<file path="src/hw/rtl/upsc_pkg.sv">
// Shared types, constants and helpers for the pixel doubling upscaler.
package upsc_pkg;

	localparam int MAX_WIDTH = 2048;
	localparam int IDX_W     = $clog2(MAX_WIDTH);
	localparam int WID_W     = 12;
	localparam int PIX_W     = 24;
	localparam int PAIR_W    = 2 * PIX_W;
	localparam int QDEPTH    = 4;
	localparam int QPTR_W    = $clog2(QDEPTH);
	localparam int QCNT_W    = QPTR_W + 1;

	localparam logic [WID_W-1:0] MAX_W   = WID_W'(MAX_WIDTH);
	localparam logic [1:0]       PAD_ODD = 2'd2;
	localparam logic [1:0]       PAD_NONE = 2'd0;

	localparam logic CMD_PUSH  = 1'b0;
	localparam logic CMD_DRAIN = 1'b1;

	typedef enum logic [1:0] {
		ST_FIRST  = 2'd0,
		ST_SECOND = 2'd1,
		ST_EMPTY  = 2'd2,
		ST_REJECT = 2'd3
	} status_t;

	// One classified request as it travels from the front part to the back part.
	typedef struct packed {
		status_t            status;
		logic [PIX_W-1:0]   pixel;
		logic [1:0]         pad;
		logic               row_end;
	} upsc_entry_t;

	// The pixel written twice, first copy in the lowest bits.
	function automatic logic [PAIR_W-1:0] make_pair(input logic [PIX_W-1:0] px);
		make_pair = {px, px};
	endfunction

endpackage

</file>
<file path="src/hw/rtl/upsc_back.sv">
// Back part: turns queued requests into result pairs held in the output register.
module upsc_back (
	input  logic                        clk,
	input  logic                        arst_n,
	input  upsc_pkg::upsc_entry_t       head,
	input  logic                        not_empty,
	output logic                        pop,
	output logic                        out_valid,
	input  logic                        out_ready,
	output logic [1:0]                  status,
	output logic [upsc_pkg::PAIR_W-1:0] pair_bytes,
	output logic [1:0]                  pad_after,
	output logic                        row_end
);
	import upsc_pkg::*;

	logic              valid_q;
	status_t           status_q;
	logic [PAIR_W-1:0] pair_q;
	logic [1:0]        pad_q;
	logic              row_end_q;

	assign pop = not_empty && (!valid_q || out_ready);

	always_ff @(posedge clk or negedge arst_n) begin
		if (!arst_n) begin
			valid_q <= 1'b0;
		end else if (!valid_q || out_ready) begin
			valid_q <= not_empty;
		end
	end

	always_ff @(posedge clk) begin
		if (pop) begin
			status_q  <= head.status;
			pair_q    <= make_pair(head.pixel);
			pad_q     <= head.pad;
			row_end_q <= head.row_end;
		end
	end

	assign out_valid  = valid_q;
	assign status     = status_q;
	assign pair_bytes = pair_q;
	assign pad_after  = pad_q;
	assign row_end    = row_end_q;

endmodule

</file>
<file path="config.mk">
export PLATFORM = sky130hd
export DESIGN_NAME = upsc_back
export DESIGN_NICKNAME = d
export VERILOG_FILES = /design/src/hw/rtl/upsc_pkg.sv /design/src/hw/rtl/upsc_back.sv
export SDC_FILE = /design/constraint.sdc
export NUM_CORES = 1
export LEC_CHECK = 0
export ABC_AREA = 1
export BUFFER_PORTS_ARGS = -buffer_cell sky130_fd_sc_hd__buf_2
export CAP_MARGIN = 20
export CORE_MARGIN = 2
export CORE_UTILIZATION = 34
export CTS_CLUSTER_SIZE = 14
export DETAILED_ROUTE_END_ITERATION = 7
export GPL_TIMING_DRIVEN = 0
export PLACE_DENSITY = 0.82
export SLEW_MARGIN = 20
export SYNTH_ARGS = -nofsm -noshare
export SYNTH_HDL_FRONTEND = slang
export SYNTH_SLANG_ARGS = --single-unit
</file>
<file path="constraint.sdc">
create_clock -name clk -period 1.9 [get_ports clk]
set_input_delay 0.38 -clock clk [delete_from_list [all_inputs] [get_ports clk]]
set_output_delay 0.38 -clock clk [all_outputs]
set_load 0.1 [all_outputs]
</file>
==> summary.txt <==
Synth Area in Simple Gates: 0.00683
Crit path required time: 1520 ps
Reg area: 900 um^2
CTS clk-pin slew, worst paths: 90 ps
GRT Util Overall: 0.126
Drc violations: 0
Pin count of the biggest net entering global routing: 16
Die width: 60.9 um
Main combinational cell family by area after synthesis: buffers and inverters
First-pass GRT wire length: 3130 um
DR iter-0 viols: 5
Wire length per cell: 11.4 um
Finished Cell Area: 1680 um^2
Worst relative slew slack: 0.457
Mux cell area share after synthesis: 0
Fmax: 590 MHz
Hold path depth: 1
Critical path's top delay family: flip-flops
Max clock buf depth: 2
Max_cap viols: 0
Placed standard-cell area: 1600 um^2
Synth area leaders: edfxtp_1, buf_4, dfrtp_1, a21oi_2, inv_1
Most frequent cells in the layout: buf_2, edfxtp_1, buf_4, clkbuf_4
Critical Path Source Type: register
Sequential fraction of the synthesis area: 0.815
CP max stage delay: 520 ps
DR vias: 802
Worst VDD drop: 0.575 mV
Initial antenna violation count: 0
Inserted Clock Buffers: 5
Crit path kind: reg -> out
CTS root buf: clkbuf_4
Commonest non-fill, non-tap cell in the layout: buf_2
First drt pass iteration count: 2
Period utilization: 0.892
CTS tree: built
Setup Viol. Count Final: 0
Fill cells: 280
Reg2Reg Capture Point: pair_bytes[33]
Top cell type's share of synthesized area: 0.792
Layout cells sized above 1: 0.771
Critical R2R Launch: out_valid
Crit path DAT: 1310 ps
HPWL Detailed: 1730 um
Finished Core Util: 0.550
Register bit count reported by yosys: 30
TNS Setup: 0 ps
Initial core utilization: 0.360
Pre-CTS setup slack: -340 ps
Synth area leader: edfxtp_1
Post-route minimum period: 1690 ps
Clk sinks: 30
Worst slew pin tran: 815 ps
Run status: completed
Synthesized area: 1100 um^2
Setup slack after layout: 206 ps
Synth Area in Compound Gates: 0.00796
Final RePlAce weighted congestion: 0.652
Critical path buffers and inverters: 1
CP max-delay cell: dfrtp_4
Max-slew violation count: 0
Leak pwr: 0.805 nW
CORE AREA: 3050 um^2
I/O pins: 88
Mapped Cells: 59
Hold WC Path Type: in -> reg
Post-Synth Adder-Cell Area: 0
Distinct cells, synth: 6
YS warnings: 0
Synth Net Count: 92
Hold Vio Cnt, Final: 0
Worst-case reg-to-reg path depth: 1
Worst-skew pair later-pin latency: 320 ps
IO Port Bufs: 87
RSZ-0062 raised after global routing: false
Hold_sp: head[21]
Die area: 3710 um^2
Row count: 20
Min-Delay Endpoint: pair_bytes[42]
ANT cells: 0
Layout net count: 189
Vias in the first global route: 686
Crit-path cells: a21oi_4 > buf_4
CP Capture Type: output port
Drt total wl: 2290 um
H-tree levels: 2
Final ANT Viol Nets: 0
Area delta synth->final: 52.8%
WHS: 224 ps
Crit path max fanout: 4
Routed vias/inst: 3.99
Die height: 60.9 um
Reg2reg setup slack: 370 ps
Area of the multi-input gates: 32.5 um^2
Overflow after GRT: 0
Clk_skew: 7.08 ps
Xor-xnor portion of the synthesized cell area: 0
Power density over cell area: 1040 nW/um^2
Syn avg cell area: 18.6 um^2
[Yosys cell counts]
master    instances
buf_4            24
a21oi_2           1
edfxtp_1         29
inv_1             2
dfrtp_1           1
nand2_1           2
[sequential cells by signal (all words and copies together), names as in the netlist]
| register | flops |
|---|---|
| pad_after | 2 |
| pair_bytes | 24 |
| out_valid | 1 |
| status | 2 |
| row_end | 1 |
[stage by stage]
| step | power, mW | std cells |
|---|---|---|
| floorplan | 1.32 | 59 |
| global placement | 1.40 | 190 |
| detailed placement | 1.41 | 190 |
| CTS | 1.77 | 201 |
| global route | 1.81 | 201 |
| finish | 1.74 | 201 |
[cell families (layout without fill, tap and decap cells)]
| kind of cell | after synthesis | in the layout |
|---|---|---|
| flip-flops | 30 | 30 |
| buffers and inverters | 26 | 123 |
| AND/OR/NAND/NOR | 2 | 2 |
| AO/OA/AOI/OAI | 1 | 2 |
[layout make-up]
class	count	share of cell area
flip-flops and latches	30	0.535
repair buffers	89	0.271
plain buffers	24	0.107
well taps	44	0.0328
clock buffers	6	0.0246
multi-input cells	4	0.0194
clock inverters	2	0.00521
inverters	2	0.00447
[power breakdown]
part | leakage [nW] | switching, mW | internal (mW)
combinational | 0.488 | 0.515 | 0.0996
clock | 0.0297 | 0.199 | 0.139
sequential | 0.286 | 0.0165 | 0.770
total | 0.805 | 0.731 | 1.01
[routing by layer]
metal | wire length, um | part of all wire | up-vias | global-route usage
met5 | 0 | 0 | - | 0
met4 | 28 | 0.012 | 0 | 0.0466
met3 | 280 | 0.12 | 3 | 0.0853
met2 | 1210 | 0.53 | 54 | 0.218
met1 | 774 | 0.34 | 366 | 0.117
li1 | - | - | 379 | -
[how the worst max path moves through the flow]
stage                     startpoint           end  cells after the start
after global routing       out_valid           pop                      2
final                      out_valid           pop                      2
after CTS                  out_valid           pop                      2
after detailed placement   out_ready           pop                      4
after global placement     out_ready           pop                      4
after floorplan            out_valid  pad_after[0]                      1
[what timing repair did]
action,4_1_cts,5_1_grt
gates resized for setup,1,0
hold buffers,1,0
endpoints found under the hold margin,1,0
endpoints found under the setup margin,1,0
buffers inserted,1,0
Power figures use the tool's default switching activity.
