### config.mk
export PLATFORM = sky130hd
export DESIGN_NAME = upsc_queue
export DESIGN_NICKNAME = d
export VERILOG_FILES = /design/src/hw/rtl/upsc_pkg.sv /design/src/hw/rtl/upsc_queue.sv
export SDC_FILE = /design/constraint.sdc
export NUM_CORES = 1
export LEC_CHECK = 0
export BUFFER_PORTS_ARGS = -buffer_cell sky130_fd_sc_hd__buf_2
export CORE_UTILIZATION = 56
export DETAILED_ROUTE_END_ITERATION = 10
export PLACE_DENSITY = 0.78
export SETUP_SLACK_MARGIN = 0.4
export SLEW_MARGIN = 40
export SYNTH_ARGS = -nofsm -noshare
export SYNTH_HDL_FRONTEND = slang
export SYNTH_SLANG_ARGS = --single-unit
### constraint.sdc
create_clock -name clk -period 2.15 [get_ports clk]
set_clock_uncertainty 0.05 [all_clocks]
set_input_delay 0.43 -clock clk [delete_from_list [all_inputs] [get_ports clk]]
set_output_delay 0.43 -clock clk [all_outputs]
set_load 0.02 [all_outputs]
### src/hw/rtl/upsc_pkg.sv
// Shared types, constants and helpers for the pixel doubling upscaler.
package upsc_pkg;

	localparam int MAX_WIDTH = 2048;
	localparam int IDX_W     = $clog2(MAX_WIDTH);
	localparam int WID_W     = 12;
	localparam int PIX_W     = 24;
	localparam int PAIR_W    = 2 * PIX_W;
	localparam int QDEPTH    = 4;
	localparam int QPTR_W    = $clog2(QDEPTH);
	localparam int QCNT_W    = QPTR_W + 1;

	localparam logic [WID_W-1:0] MAX_W   = WID_W'(MAX_WIDTH);
	localparam logic [1:0]       PAD_ODD = 2'd2;
	localparam logic [1:0]       PAD_NONE = 2'd0;

	localparam logic CMD_PUSH  = 1'b0;
	localparam logic CMD_DRAIN = 1'b1;

	typedef enum logic [1:0] {
		ST_FIRST  = 2'd0,
		ST_SECOND = 2'd1,
		ST_EMPTY  = 2'd2,
		ST_REJECT = 2'd3
	} status_t;

	// One classified request as it travels from the front part to the back part.
	typedef struct packed {
		status_t            status;
		logic [PIX_W-1:0]   pixel;
		logic [1:0]         pad;
		logic               row_end;
	} upsc_entry_t;

	// The pixel written twice, first copy in the lowest bits.
	function automatic logic [PAIR_W-1:0] make_pair(input logic [PIX_W-1:0] px);
		make_pair = {px, px};
	endfunction

endpackage

### src/hw/rtl/upsc_queue.sv
// Short queue of classified requests between the front and back parts.
module upsc_queue (
	input  logic                        clk,
	input  logic                        arst_n,
	input  logic                        push,
	input  upsc_pkg::upsc_entry_t       push_entry,
	input  logic                        pop,
	output upsc_pkg::upsc_entry_t       head,
	output logic                        not_empty,
	output logic [upsc_pkg::QCNT_W-1:0] level
);
	import upsc_pkg::*;

	upsc_entry_t       slot_q [QDEPTH];
	logic [QPTR_W-1:0] wr_ptr_q;
	logic [QPTR_W-1:0] rd_ptr_q;
	logic [QCNT_W-1:0] count_q;

	always_ff @(posedge clk or negedge arst_n) begin
		if (!arst_n) begin
			wr_ptr_q <= '0;
			rd_ptr_q <= '0;
			count_q  <= '0;
		end else begin
			if (push) begin
				wr_ptr_q <= wr_ptr_q + QPTR_W'(1);
			end
			if (pop) begin
				rd_ptr_q <= rd_ptr_q + QPTR_W'(1);
			end
			if (push && !pop) begin
				count_q <= count_q + QCNT_W'(1);
			end else if (pop && !push) begin
				count_q <= count_q - QCNT_W'(1);
			end
		end
	end

	always_ff @(posedge clk) begin
		if (push) begin
			slot_q[wr_ptr_q] <= push_entry;
		end
	end

	assign head      = slot_q[rd_ptr_q];
	assign not_empty = count_q != '0;
	assign level     = count_q;

endmodule

==> impl_metrics.prom <==
# TYPE chip_impl_metric gauge
chip_impl_info{name="status",value="finished, violations left"} 1
chip_impl_info{name="violations_in_the_final_reports",value="setup timing"} 1
chip_impl_metric{name="detail_route.wirelength",unit="mm"} 8.17
chip_impl_metric{name="max_cap_viol_count",unit=""} 0
chip_impl_metric{name="finalCoreUtilization",unit=""} 0.767
chip_impl_metric{name="grt_start_max_net_pins",unit=""} 22
chip_impl_metric{name="fin_nets",unit=""} 321
chip_impl_metric{name="cts_buffer_depth",unit=""} 2
chip_impl_metric{name="timing_hold_violations_final",unit=""} 0
chip_impl_info{name="tritoncts",value="built"} 1
chip_impl_metric{name="holdWs",unit="ns"} 0.0974
chip_impl_metric{name="start_util",unit=""} 0.586
chip_impl_metric{name="core_region_area",unit="um^2"} 7810
chip_impl_metric{name="synth_compound_area_frac",unit=""} 0.00109
chip_impl_metric{name="timing.final.setup_violations",unit=""} 29
chip_impl_metric{name="synth_enable_flop_cells",unit=""} 116
chip_impl_metric{name="yosys_warnings",unit=""} 0
chip_impl_metric{name="grt_remaining_overflow",unit=""} 0
chip_impl_metric{name="timing.max_slew.rel_slack",unit=""} 0.739
chip_impl_info{name="final_common_cell",value="edfxtp_1"} 1
chip_impl_metric{name="yosysUniqueCellTypes",unit=""} 18
chip_impl_metric{name="syn-mean-instance-area",unit="um^2"} 24.8
chip_impl_info{name="worst_setup_path_start_kind",value="register"} 1
chip_impl_metric{name="firstDrtPassIters",unit=""} 5
chip_impl_metric{name="async_flop_share",unit=""} 0.0569
chip_impl_metric{name="drc_errors",unit=""} 0
chip_impl_metric{name="drtIter0Drc",unit=""} 134
chip_impl_metric{name="powerDensity",unit="nW/um^2"} 1520
chip_impl_metric{name="groute.usage.overall",unit=""} 0.204
chip_impl_metric{name="synthesis.instances",unit=""} 184
chip_impl_metric{name="boundaryPins",unit=""} 66
chip_impl_metric{name="synth-seq-area-share",unit=""} 0.800
chip_impl_info{name="synth_top_family_by_area",value="multiplexers"} 1
chip_impl_metric{name="clock_sinks",unit=""} 123
chip_impl_info{name="timing.hold.worst.class",value="input port to register"} 1
chip_impl_metric{name="clk_pin_slew_worst_paths",unit="ns"} 0.06
chip_impl_metric{name="final_period_minus_worst_setup_slack",unit="ns"} 2.33
chip_impl_metric{name="ir_worst_vdd",unit="mV"} 0.821
chip_impl_metric{name="xor_xnor_fraction_of_synth_area",unit=""} 0.0115
chip_impl_info{name="worstReg2RegStart",value="wr_ptr_q[0]$_DFFE_PN0P_"} 1
chip_impl_metric{name="worst-endpoint-arrival",unit="ns"} 1.85
chip_impl_metric{name="numCtsBuffers",unit=""} 17
chip_impl_metric{name="dpl.hpwl",unit="mm"} 4.76
chip_impl_metric{name="antenna-diode-count",unit=""} 0
chip_impl_metric{name="chipWidth",unit="um"} 92.4
chip_impl_metric{name="synthMuxAreaShare",unit=""} 0.146
chip_impl_info{name="grt_setup_unrepaired",value="yes"} 1
chip_impl_metric{name="finalMaxSlewViolations",unit=""} 0
chip_impl_metric{name="post-route-period-util",unit=""} 1.08
chip_impl_metric{name="clkLatencyLatePin",unit="ns"} 0.49
chip_impl_metric{name="antenna_found_initial",unit=""} 0
chip_impl_metric{name="final.setup.worst_slack",unit="ns"} -0.181
chip_impl_metric{name="first_global_vias",unit=""} 2310
chip_impl_metric{name="syn_area",unit="um^2"} 4570
chip_impl_info{name="worstSetupEndpointType",value="primary output"} 1
chip_impl_metric{name="ctsHtreeMaxLevel",unit=""} 4
chip_impl_metric{name="cp_max_fo",unit=""} 3
chip_impl_metric{name="cp_data_required_time",unit="ns"} 1.67
chip_impl_info{name="synth_top_flop_cell",value="edfxtp_1"} 1
chip_impl_metric{name="dieArea",unit="um^2"} 8530
chip_impl_metric{name="routed-via-count",unit=""} 2177
chip_impl_metric{name="chipHeight",unit="um"} 92.4
chip_impl_metric{name="portBuffers",unit=""} 65
chip_impl_metric{name="post_drt_wl_per_cell",unit="um"} 20.6
chip_impl_metric{name="detail-route-antenna-nets",unit=""} 0
chip_impl_info{name="layout.cells.most_common_list",value="edfxtp_1, buf_2, buf_6"} 1
chip_impl_metric{name="first_pass_grt_wire_length",unit="mm"} 12.1
chip_impl_metric{name="power.static_leakage",unit="nW"} 2.16
chip_impl_metric{name="mappedNetlistNets",unit=""} 223
chip_impl_info{name="hp-start",value="push_entry[2]"} 1
chip_impl_metric{name="yosys.area_share.adder",unit=""} 0.0181
chip_impl_metric{name="finalWeightedCongestion",unit=""} 0.735
chip_impl_info{name="cts_root_buf",value="clkbuf_8"} 1
chip_impl_metric{name="synthToLayoutAreaGrowth",unit="%"} 31.0
chip_impl_metric{name="final_layout_size_suffix_gt1_frac",unit=""} 0.515
chip_impl_info{name="timing.critical_path.from",value="rd_ptr_q[0]$_DFFE_PN0P_"} 1
chip_impl_metric{name="synth-simple-area-share",unit=""} 0.00930
chip_impl_info{name="criticalPathCategory",value="register to primary output"} 1
chip_impl_metric{name="timing_worst_slew_pin_value",unit="ns"} 0.391
chip_impl_metric{name="placement_rows",unit=""} 32
chip_impl_metric{name="synth_seq_cells",unit=""} 123
chip_impl_metric{name="fmaxAchievable",unit="MHz"} 429
chip_impl_metric{name="via_per_inst",unit=""} 5.48
-- power by group --
part           leakage [nW]  internal [mW]  total, mW  switching (mW)
combinational         0.764           1.79       3.37            1.58
sequential             1.15           3.15       3.33           0.176
clock                 0.247           1.41       2.39           0.988
-- cells in the mapped netlist (2+ instances only) --
cell      count  area share
and2_1        4      0.0055
buf_2         2      0.0022
buf_6         3      0.0074
dfrtp_1       7       0.038
edfxtp_1    116        0.76
ha_1          5       0.014
inv_1         4      0.0033
mux4_2       28        0.14
nand2_1       2      0.0016
xnor2_1       2      0.0038
xor2_1        4      0.0077
-- registers in the layout, summed over array words and instances, names as in the netlist --
| register | count |
|---|---|
| wr_ptr_q | 2 |
| level | 3 |
| slot_q | 116 |
| rd_ptr_q | 2 |
-- repair_timing --
action                     CTS  global route
buffers inserted             5             3
hold endpoints to repair     7             0
cloned                       1             1
setup endpoints to repair   30            30
gates resized for setup      6            63
hold buffers                 1             0
pin swaps                    0             1
-- metal layers --
| metal | GRT usage | share of wire | up-vias |
|---|---|---|---|
| met5 | 0 | 0 | - |
| met4 | 0.0742 | 0.014 | 0 |
| met3 | 0.0739 | 0.046 | 9 |
| met2 | 0.332 | 0.54 | 76 |
| met1 | 0.255 | 0.40 | 1127 |
| li1 | - | - | 965 |
-- path summary, 6_finish.rpt --
path | endpoint | slack, ns | cells past startpoint
max | head[1] | -0.18 | 4
min | slot_q[1][2]$_DFFE_PP_ | 0.1 | 1
max reg2reg | slot_q[2][23]$_DFFE_PP_ | 0.50 | 4
min reg2reg | wr_ptr_q[0]$_DFFE_PN0P_ | 0.49 | 1
max in group asynchronous | rd_ptr_q[0]$_DFFE_PN0P_ | 1.59 | 2
min in group asynchronous | level[2]$_DFFE_PN0P_ | 0.28 | 2
-- final cells by class --
type / instances / area (um^2)
sequential: 123 / 3660
fill: 423 / 1820
multi-input combinational: 51 / 857
timing repair buffer: 85 / 810
clock buffer: 17 / 414
tap: 102 / 128
clock inverter: 15 / 103
inverter: 4 / 15.0
-- kinds of logic after synthesis --
group,after synthesis
flip-flops,123
multiplexers,30
buffers and inverters,10
AND/OR/NAND/NOR,8
XOR/XNOR,6
adder cells (fa/ha/maj),6
AO/OA/AOI/OAI,1
-- critical path, cell delays in order, from the launching register on --
cell and delay (ns):
dfrtp_2 0.38, buf_6 0.14, buf_6 0.13, mux4_2 0.55
buf_6 0.16
-- per-stage QoR --
step,TNS (ns),area (um^2),total power [mW],setup slack [ns],std cells
2_1_floorplan,0,4580,5.06,0.453,184
3_3_place_gp,0,5140,5.89,0.255,354
3_5_place_dp,0,5140,5.93,0.251,354
4_1_cts,-5.19,5750,8.54,-0.217,393
5_1_grt,-6.04,5990,9.50,-0.252,397
6_report,-3.68,5990,9.09,-0.181,397
No activity file was read; power rests on OpenSTA's default activity.
